$ cat src/rtl/ttag_pkg.sv
// Shared constants, types and helpers for the transpose address generator.
package ttag_pkg;

    localparam int MAX_DIMS   = 4;
    localparam int INDEX_BITS = 32;
    localparam int DIM_BITS   = 16;
    localparam int RANK_BITS  = 3;
    localparam int AXIS_BITS  = 2;
    localparam int MAP_BITS   = AXIS_BITS * MAX_DIMS;
    localparam int CFG_IDX_BITS  = 3;
    localparam int CFG_DATA_BITS = DIM_BITS;
    localparam int CNT_BITS   = $clog2(MAX_DIMS + 1);

    typedef enum logic [CFG_IDX_BITS-1:0] {
        REG_RANK     = 3'd0,
        REG_DIM_0    = 3'd1,
        REG_DIM_1    = 3'd2,
        REG_DIM_2    = 3'd3,
        REG_DIM_3    = 3'd4,
        REG_AXIS_MAP = 3'd5
    } cfg_idx_t;

    typedef enum logic [1:0] {
        ST_IDLE = 2'b01,
        ST_CALC = 2'b10
    } state_t;

    // Per-cell odometer control
    typedef struct packed {
        logic clear;
        logic step;
    } cell_ctrl_t;

    // A size of zero behaves as one
    function automatic logic [DIM_BITS-1:0] dim_fix(input logic [DIM_BITS-1:0] d);
        dim_fix = (d == '0) ? DIM_BITS'(1) : d;
    endfunction

endpackage

$ cat src/rtl/tensor_transpose_address_gen.sv
// Top level: N-d transpose address generator built from a row of axis cells.
// A request is taken only while idle; its result passes the 4-stage Horner chain of the cells
// and is loaded into the output register once that is free, before the next request is taken.
// A finished result may wait in the output register while the next request is taken.
// Reset (async, active low): coordinates and counter zero, rank 4, sizes 1, identity map.
module tensor_transpose_address_gen (
    input  logic                                clk,
    input  logic                                rst_n,
    input  logic                                cfg_we,
    input  logic [ttag_pkg::CFG_IDX_BITS-1:0]    cfg_index,
    input  logic [ttag_pkg::CFG_DATA_BITS-1:0]   cfg_data,
    input  logic                                in_valid,
    output logic                                in_ready,
    input  logic                                restart,
    output logic                                out_valid,
    input  logic                                out_ready,
    output logic [ttag_pkg::INDEX_BITS-1:0]      dst_index,
    output logic [ttag_pkg::INDEX_BITS-1:0]      src_index,
    output logic                                last
);
    import ttag_pkg::*;

    // configuration
    logic [RANK_BITS-1:0] rank_reg;
    logic [DIM_BITS-1:0]  dim_size_reg [MAX_DIMS];
    logic [MAP_BITS-1:0]  axis_map_reg;

    // control
    state_t                state_reg, state_next;
    logic [CNT_BITS-1:0]   cnt_reg, cnt_next;
    logic [INDEX_BITS-1:0] counter_reg, counter_next;
    logic                  out_valid_reg, out_valid_next;
    logic [INDEX_BITS-1:0] dst_index_reg, src_index_reg;
    logic                  last_reg;

    logic                  accept;
    logic                  finish;
    logic                  last_now;
    logic [RANK_BITS-1:0]  eff_rank;
    cell_ctrl_t            cell_ctrl;

    logic [MAX_DIMS:0]     carry;
    logic [INDEX_BITS-1:0] acc [MAX_DIMS+1];
    logic [DIM_BITS-1:0]   coords [MAX_DIMS];
    logic [DIM_BITS-1:0]   scoord [MAX_DIMS];
    logic [DIM_BITS-1:0]   src_dim [MAX_DIMS];
    logic [DIM_BITS-1:0]   dst_dim [MAX_DIMS];
    logic [MAX_DIMS-1:0]   active;

    always_ff @(posedge clk or negedge rst_n)
    begin
        if (!rst_n)
        begin
            rank_reg     <= RANK_BITS'(MAX_DIMS);
            axis_map_reg <= MAP_BITS'(228);
            for (int k = 0; k < MAX_DIMS; k++)
                dim_size_reg[k] <= DIM_BITS'(1);
        end
        else if (cfg_we)
        begin
            unique case (cfg_index)
                REG_RANK:     rank_reg        <= cfg_data[RANK_BITS-1:0];
                REG_DIM_0:    dim_size_reg[0] <= cfg_data;
                REG_DIM_1:    dim_size_reg[1] <= cfg_data;
                REG_DIM_2:    dim_size_reg[2] <= cfg_data;
                REG_DIM_3:    dim_size_reg[3] <= cfg_data;
                REG_AXIS_MAP: axis_map_reg    <= cfg_data[MAP_BITS-1:0];
                default:      ;
            endcase
        end
    end

    // rank zero acts as one, above MAX_DIMS saturates
    always_comb
    begin
        priority if (rank_reg == '0)
            eff_rank = RANK_BITS'(1);
        else if (rank_reg > RANK_BITS'(MAX_DIMS))
            eff_rank = RANK_BITS'(MAX_DIMS);
        else
            eff_rank = rank_reg;
    end

    // scatter destination coordinates onto source axes; a later destination axis wins
    always_comb
    begin
        for (int j = 0; j < MAX_DIMS; j++)
        begin
            active[j]  = RANK_BITS'(j) < eff_rank;
            src_dim[j] = dim_fix(dim_size_reg[j]);
            dst_dim[j] = dim_fix(dim_size_reg[axis_map_reg[AXIS_BITS*j +: AXIS_BITS]]);
            scoord[j]  = '0;
            for (int i = 0; i < MAX_DIMS; i++)
            begin
                if (RANK_BITS'(i) < eff_rank && RANK_BITS'(j) < eff_rank &&
                    axis_map_reg[AXIS_BITS*i +: AXIS_BITS] == AXIS_BITS'(j))
                    scoord[j] = coords[i];
            end
        end
    end

    assign carry[MAX_DIMS] = 1'b1;
    assign acc[0]          = '0;
    assign last_now        = carry[0];

    for (genvar g = 0; g < MAX_DIMS; g++)
    begin : g_cell
        ttag_cell u_cell (
            .clk       (clk),
            .rst_n     (rst_n),
            .active    (active[g]),
            .ctrl      (cell_ctrl),
            .carry_in  (carry[g+1]),
            .carry_out (carry[g]),
            .dst_dim   (dst_dim[g]),
            .src_dim   (src_dim[g]),
            .scoord    (scoord[g]),
            .acc_in    (acc[g]),
            .acc_out   (acc[g+1]),
            .coord     (coords[g])
        );
    end

    assign in_ready = (state_reg == ST_IDLE);
    assign accept   = in_valid && in_ready;
    assign finish   = (state_reg == ST_CALC) && (cnt_reg == CNT_BITS'(MAX_DIMS)) &&
                      (!out_valid_reg || out_ready);

    assign cell_ctrl.clear = (accept && restart) || (finish && last_now);
    assign cell_ctrl.step  = finish && !last_now;

    always_comb
    begin
        state_next     = state_reg;
        cnt_next       = cnt_reg;
        counter_next   = counter_reg;
        out_valid_next = out_valid_reg;

        if (out_valid_reg && out_ready)
            out_valid_next = 1'b0;

        unique case (state_reg)
            ST_IDLE:
            begin
                if (accept)
                begin
                    state_next = ST_CALC;
                    cnt_next   = '0;
                    if (restart)
                        counter_next = '0;
                end
            end
            ST_CALC:
            begin
                if (cnt_reg != CNT_BITS'(MAX_DIMS))
                    cnt_next = cnt_reg + CNT_BITS'(1);
                if (finish)
                begin
                    state_next     = ST_IDLE;
                    out_valid_next = 1'b1;
                    counter_next   = last_now ? '0 : counter_reg + INDEX_BITS'(1);
                end
            end
            default:
            begin
                state_next = ST_IDLE;
            end
        endcase
    end

    always_ff @(posedge clk or negedge rst_n)
    begin
        if (!rst_n)
        begin
            state_reg     <= ST_IDLE;
            cnt_reg       <= '0;
            counter_reg   <= '0;
            out_valid_reg <= 1'b0;
        end
        else
        begin
            state_reg     <= state_next;
            cnt_reg       <= cnt_next;
            counter_reg   <= counter_next;
            out_valid_reg <= out_valid_next;
        end
    end

    always_ff @(posedge clk)
    begin
        if (finish)
        begin
            dst_index_reg <= counter_reg;
            src_index_reg <= acc[MAX_DIMS];
            last_reg      <= last_now;
        end
    end

    assign out_valid = out_valid_reg;
    assign dst_index = dst_index_reg;
    assign src_index = src_index_reg;
    assign last      = last_reg;

    a_accept_busy: assert property (@(posedge clk) disable iff (!rst_n)
        accept |=> !in_ready)
        else $error("request taken while a previous one is still in flight");

    a_restart_clears: assert property (@(posedge clk) disable iff (!rst_n)
        accept && restart |=> counter_reg == '0 && coords[0] == '0 && coords[MAX_DIMS-1] == '0)
        else $error("restart did not clear the odometer");

    a_last_wraps: assert property (@(posedge clk) disable iff (!rst_n)
        finish && last_now |=> counter_reg == '0 && last && out_valid)
        else $error("final element did not wrap the odometer");

    a_result_source: assert property (@(posedge clk) disable iff (!rst_n)
        $rose(out_valid_reg) |-> $past(state_reg == ST_CALC))
        else $error("result raised outside the calculation phase");

endmodule

$ cat src/rtl/ttag_cell.sv
// One axis cell: destination coordinate digit and one Horner stage.
module ttag_cell (
    input  logic                           clk,
    input  logic                           rst_n,
    input  logic                           active,
    input  ttag_pkg::cell_ctrl_t           ctrl,
    input  logic                           carry_in,
    output logic                           carry_out,
    input  logic [ttag_pkg::DIM_BITS-1:0]   dst_dim,
    input  logic [ttag_pkg::DIM_BITS-1:0]   src_dim,
    input  logic [ttag_pkg::DIM_BITS-1:0]   scoord,
    input  logic [ttag_pkg::INDEX_BITS-1:0] acc_in,
    output logic [ttag_pkg::INDEX_BITS-1:0] acc_out,
    output logic [ttag_pkg::DIM_BITS-1:0]   coord
);
    import ttag_pkg::*;

    logic [DIM_BITS-1:0]            coord_reg;
    logic [DIM_BITS-1:0]            coord_next;
    logic [DIM_BITS:0]              coord_inc;
    logic                           wrap;
    logic [INDEX_BITS+DIM_BITS-1:0] prod;
    logic [INDEX_BITS-1:0]          acc_reg;
    logic [INDEX_BITS-1:0]          acc_next;

    assign coord_inc = {1'b0, coord_reg} + (DIM_BITS+1)'(1);
    assign wrap      = coord_inc >= {1'b0, dst_dim};
    assign carry_out = active ? (carry_in & wrap) : carry_in;

    always_comb
    begin
        coord_next = coord_reg;
        priority if (ctrl.clear)
        begin
            coord_next = '0;
        end
        else if (ctrl.step && active && carry_in)
        begin
            coord_next = wrap ? '0 : coord_inc[DIM_BITS-1:0];
        end
        else
        begin
            coord_next = coord_reg;
        end
    end

    // Horner stage: acc * size + coordinate, modulo 2^INDEX_BITS
    assign prod = {{DIM_BITS{1'b0}}, acc_in} * {{INDEX_BITS{1'b0}}, src_dim};

    always_comb
    begin
        if (active)
            acc_next = prod[INDEX_BITS-1:0] + {{(INDEX_BITS-DIM_BITS){1'b0}}, scoord};
        else
            acc_next = acc_in;
    end

    always_ff @(posedge clk or negedge rst_n)
    begin
        if (!rst_n)
            coord_reg <= '0;
        else
            coord_reg <= coord_next;
    end

    always_ff @(posedge clk)
    begin
        acc_reg <= acc_next;
    end

    assign acc_out = acc_reg;
    assign coord   = coord_reg;

endmodule
$ cat config.mk
export PLATFORM = sky130hd
export DESIGN_NAME = tensor_transpose_address_gen
export DESIGN_NICKNAME = d
export VERILOG_FILES = /design/src/rtl/ttag_pkg.sv /design/src/rtl/tensor_transpose_address_gen.sv /design/src/rtl/ttag_cell.sv
export SDC_FILE = /design/constraint.sdc
export NUM_CORES = 2
export LEC_CHECK = 0
export BUFFER_PORTS_ARGS = -buffer_cell sky130_fd_sc_hd__buf_4
export CAP_MARGIN = 10
export CORE_MARGIN = 10
export CORE_UTILIZATION = 25
export CTS_CLUSTER_DIAMETER = 80
export DETAILED_ROUTE_END_ITERATION = 6
export GPL_TIMING_DRIVEN = 0
export HOLD_SLACK_MARGIN = 0.12
export PLACE_DENSITY = 0.5
export SLEW_MARGIN = 5
export SYNTH_ARGS = -nofsm -noshare
export SYNTH_HDL_FRONTEND = slang
export SYNTH_SLANG_ARGS = --single-unit
$ cat constraint.sdc
create_clock -name clk -period 9.8 [get_ports clk]
set_clock_uncertainty 0.2 [all_clocks]
set_input_delay 0 -clock clk [delete_from_list [all_inputs] [get_ports clk]]
set_output_delay 0 -clock clk [all_outputs]
set_load 0.02 [all_outputs]
==> PnR_summary.wiki <==
{| class="wikitable"
! Metric !! Value
|-
| Status || finished, violations left
|-
| Failing checks || DRC
|-
| Via count || 42786
|-
| Global-route wire length before repair || slightly below 300000 µm
|-
| Delay of the slowest cell on the worst path || 1.03 ns
|-
| Number of enable flip-flop cells after synthesis || 65
|-
| Number of setup violations in the final report || 0
|-
| Total Die Area || 231000 µm²
|-
| Critical-path top delay cell || nor4b_1
|-
| Average detailed-routed wire length per instance || around 22 µm
|-
| Fin cells || between 8000 and 9000
|-
| Slew Limit Headroom || 12.0%
|-
| Hold Path Sink || dim_size_reg[48]
|-
| Final WL || a little under 200000 µm
|-
| Unrepaired setup endpoints after global routing || false
|-
| Fin crit share || 96.8%
|-
| Initial antenna violation count || 15
|-
| Number of search-and-repair iterations in the first detailed-routing pass || 7
|-
| Reg-to-reg critical path startpoint || rank_reg[2]
|-
| Critical setup path kind || register to register
|-
| Largest delay contributor family on the critical path || compound AO/OA/AOI/OAI gates
|-
| Flip-flop count of the largest register, all copies and words added || 112
|-
| Width of the die || approximately 480 µm
|-
| F_max || 105 MHz
|-
| Final global-route overflow total || 0
|-
| Clock insertion delay at the later pin of the skew report || about 0.67 ns
|-
| Number of pins with negative max-slew slack in the final report || 0
|-
| Final critical-path required period || around 9.5 ns
|-
| Proportion of synthesized flip-flops having asynchronous set or reset || 50.0%
|-
| Remaining DRCs || 30
|-
| Required time of the critical path || 10.04 ns
|-
| Half-perimeter wire length of the detailed placement result || 158000 µm
|-
| Crit path capture type || register
|-
| Starting Density || 25.1%
|-
| Yosys top cell by area || fa_1
|-
| Gp weighted congestion || 0.964
|-
| Largest driver fanout on the critical path || 10
|-
| Root buffer cell || clkbuf_16
|-
| Count of buffer and inverter cells on the critical path || 6
|-
| Count of nets after finishing || 7334
|-
| Mean instance size in the synthesized netlist || 8.96 µm²
|-
| Critical path arrival || 9.72 ns
|-
| Crit path cell chain || clkbuf_1 > a21oi_2 > buf_8 > nor4b_1 > clkbuf_1 > a222oi_1 > nor3_1 > a21oi_1 > fa_1 > inv_1 > fa_1 > fa_1 > inv_1 > fa_1 > inv_1 > ha_1 > a21o_1 > a21oi_1 > o21ai_0 > nor2b_1 > or2_2 > o21ai_0 > o21ai_0 > o311ai_0
|-
| Via count of the first global-routing pass || 44106
|-
| Seq/Total Area, Yosys || between 15 and 20%
|-
| Cell occurring most often along the worst timing path || fa_1
|-
| Number of vias per cell after detailed routing || 4.76
|-
| Post-synthesis to final-layout area growth || 12.3%
|-
| Synthesis Warnings || 0
|-
| TNS Setup || 0 ns
|-
| Starting DRT DRC Count || 3691
|-
| TritonCTS sink count || 354
|-
| FP Rows || 169
|-
| Total placed cells including tap cells || around 8800
|-
| HP Start || cfg_data[0]
|-
| Hold Vio Cnt, Final || 0
|-
| Largest cells by area after synthesis || fa_1, inv_1, ha_1
|-
| Post-CTS Repair Setup Buffers || 0
|-
| Placeable Area || 212000 µm²
|-
| Most common flop cell mapped by yosys || dfrtp_1
|-
| Critical Path Start Type || register
|-
| Share of the core filled with cells || 28.2%
|-
| Cell Area, Synth || 53100 µm²
|-
| Final ANT Viol Nets || 0
|-
| Port buffer count || 90
|-
| Flop and latch count out of synthesis || about 350
|-
| Worst reg2reg endpoint || g_cell[2].u_cell.acc_out[30]
|-
| Fraction of synthesized cell area taken by the top area cell type || 32.0%
|-
| Number of CTS-inserted buffers || 48
|-
| Level count of the clock H-tree || 2
|-
| Clock slew at the register clock pins of the worst setup and hold paths || around 0.060 ns
|-
| Chip height || 481 µm
|-
| Worst-case hold slack || 0.158 ns
|-
| Layout cell share with drive strength beyond 1 || about 7%
|-
| Maximum clock insertion buffer count || 3
|-
| Number of unique standard cell types used by synthesis || just under 90
|-
| Worst hold stages || 3
|-
| Global Route Usage Sum || between 10% and 20%
|-
| Class of the tightest hold or removal check || primary input to register
|-
| Cell count after synthesis || between 5000 and 6000
|-
| Slew of the pin with the lowest slew margin || 1.32 ns
|-
| Count of pins on the block boundary || 92
|-
| Synthesized Nets || 7145
|-
| Register-to-register setup slack || 0.31 ns
|-
| Depth of the worst register-to-register path || 24
|-
| Maxcap violations || 0
|-
| Largest net degree at the start of global routing || 107
|-
| CTS tree || done
|}
==> layout make-up <==
| cell class | count | area [µm²] |
|---|---|---|
| clock buffers | 61 | 1350 |
| well taps | 2821 | 3530 |
| repair buffers | 139 | 1230 |
| diodes | 6 | 15.0 |
| plain buffers | 351 | 1410 |
| inverters | 1226 | 4600 |
| flip-flops and latches | 354 | 8640 |
| multi-input cells | 3998 | 38500 |
| fillers | 22661 | 152000 |
| clock inverters | 29 | 370 |
==> cells by family after synthesis <==
logic type,share of synthesized area [%]
compound gates,7.91
fa+ha+maj,40.0
simple gates,16.7
buf+inv,11.3
flops,16.3
xor+xnor,2.87
mux,4.94
==> worst max path at each step <==
| stage | startpoint | end | slack [ns] | cells after the start |
|---|---|---|---|---|
| 6_report | rank_reg[2] | g_cell[2].u_cell.acc_out[30] | 0.31 | 24 |
| 4_1_cts | rank_reg[2] | g_cell[3].u_cell.acc_out[31] | 0.27 | 24 |
| 3_5_place_dp | rank_reg[2] | g_cell[3].u_cell.acc_out[31] | -0.07 | 24 |
| 5_1_grt | axis_map_reg[5] | g_cell[2].u_cell.acc_out[30] | 0.12 | 24 |
| 2_1_floorplan | rank_reg[2] | g_cell[3].u_cell.acc_out[31] | 2.96 | 24 |
| 3_3_place_gp | rank_reg[2] | g_cell[3].u_cell.acc_out[31] | -0.1 | 24 |
==> per-stage QoR <==
step | setup slack [ns] | cell area [µm²]
after floorplan | 2.96 | 53100
after global placement | -0.0974 | 57300
after detailed placement | -0.0700 | 57400
after CTS | 0.275 | 59600
after global routing | 0.119 | 59600
final | 0.312 | 59600
==> tightest hold or removal path, cell delays in order <==
cell	delay, ns
dlygate4sd3_1	0.62
buf_4	0.19
mux2_2	0.15
==> cells in the final DEF (no fill, tap or decap), types with 33 or more instances in the layout <==
cell	instances
mux2_2	96
a21oi_1	178
dlygate4sd3_1	44
a21o_1	47
mux4_2	64
xor2_1	62
clkbuf_16	51
ha_1	343
a31oi_1	44
dfxtp_1	112
o21ai_0	158
nand2_1	827
nand3_1	97
xnor2_1	112
fa_1	848
buf_4	97
and2_1	429
dfrtp_1	167
clkbuf_1	309
nand2b_1	62
nor3_1	67
nor2_1	147
inv_1	1225
edfxtp_1	65
nand4_1	33
==> cell usage after synthesis, types with 12 or more instances <==
library cell / n
or2_2: 14
buf_1: 18
nand2b_1: 62
xor2_1: 62
xnor2_1: 112
buf_2: 16
and3_1: 29
ha_1: 343
nor4_1: 25
or3_1: 17
nand2_1: 827
and2_1: 429
nor3_1: 67
nor2b_1: 21
nand4_1: 33
o21ai_0: 158
inv_1: 1226
nand3_1: 97
fa_1: 848
edfxtp_1: 65
clkbuf_1: 304
nor2_1: 147
mux2_2: 96
a211oi_1: 30
a31o_2: 12
dfxtp_1: 112
a22oi_1: 24
dfrtp_1: 167
a21oi_1: 179
o211ai_1: 18
a21o_1: 47
a31oi_1: 44
mux4_2: 64
a222oi_1: 26
o21a_1: 19
==> layer usage <==
layer / vias to the layer above / share of wire (%) / GRT usage [%]
met1: 21960 / 43 / 22.4
met5: - / 0 / 0
li1: 18835 / - / -
met2: 1627 / 45 / 26.2
met3: 364 / 7.7 / 3.12
met4: 0 / 3.9 / 5.53
==> repair_timing <==
action | CTS | global route
resized for setup | 1 | 1
setup endpoints to repair | 1 | 1
hold buffers | 45 | 0
hold endpoints to repair | 287 | 0
Power is not shown: default switching activity piles up to over one toggle a cycle in this logic, so the estimate is an artifact.
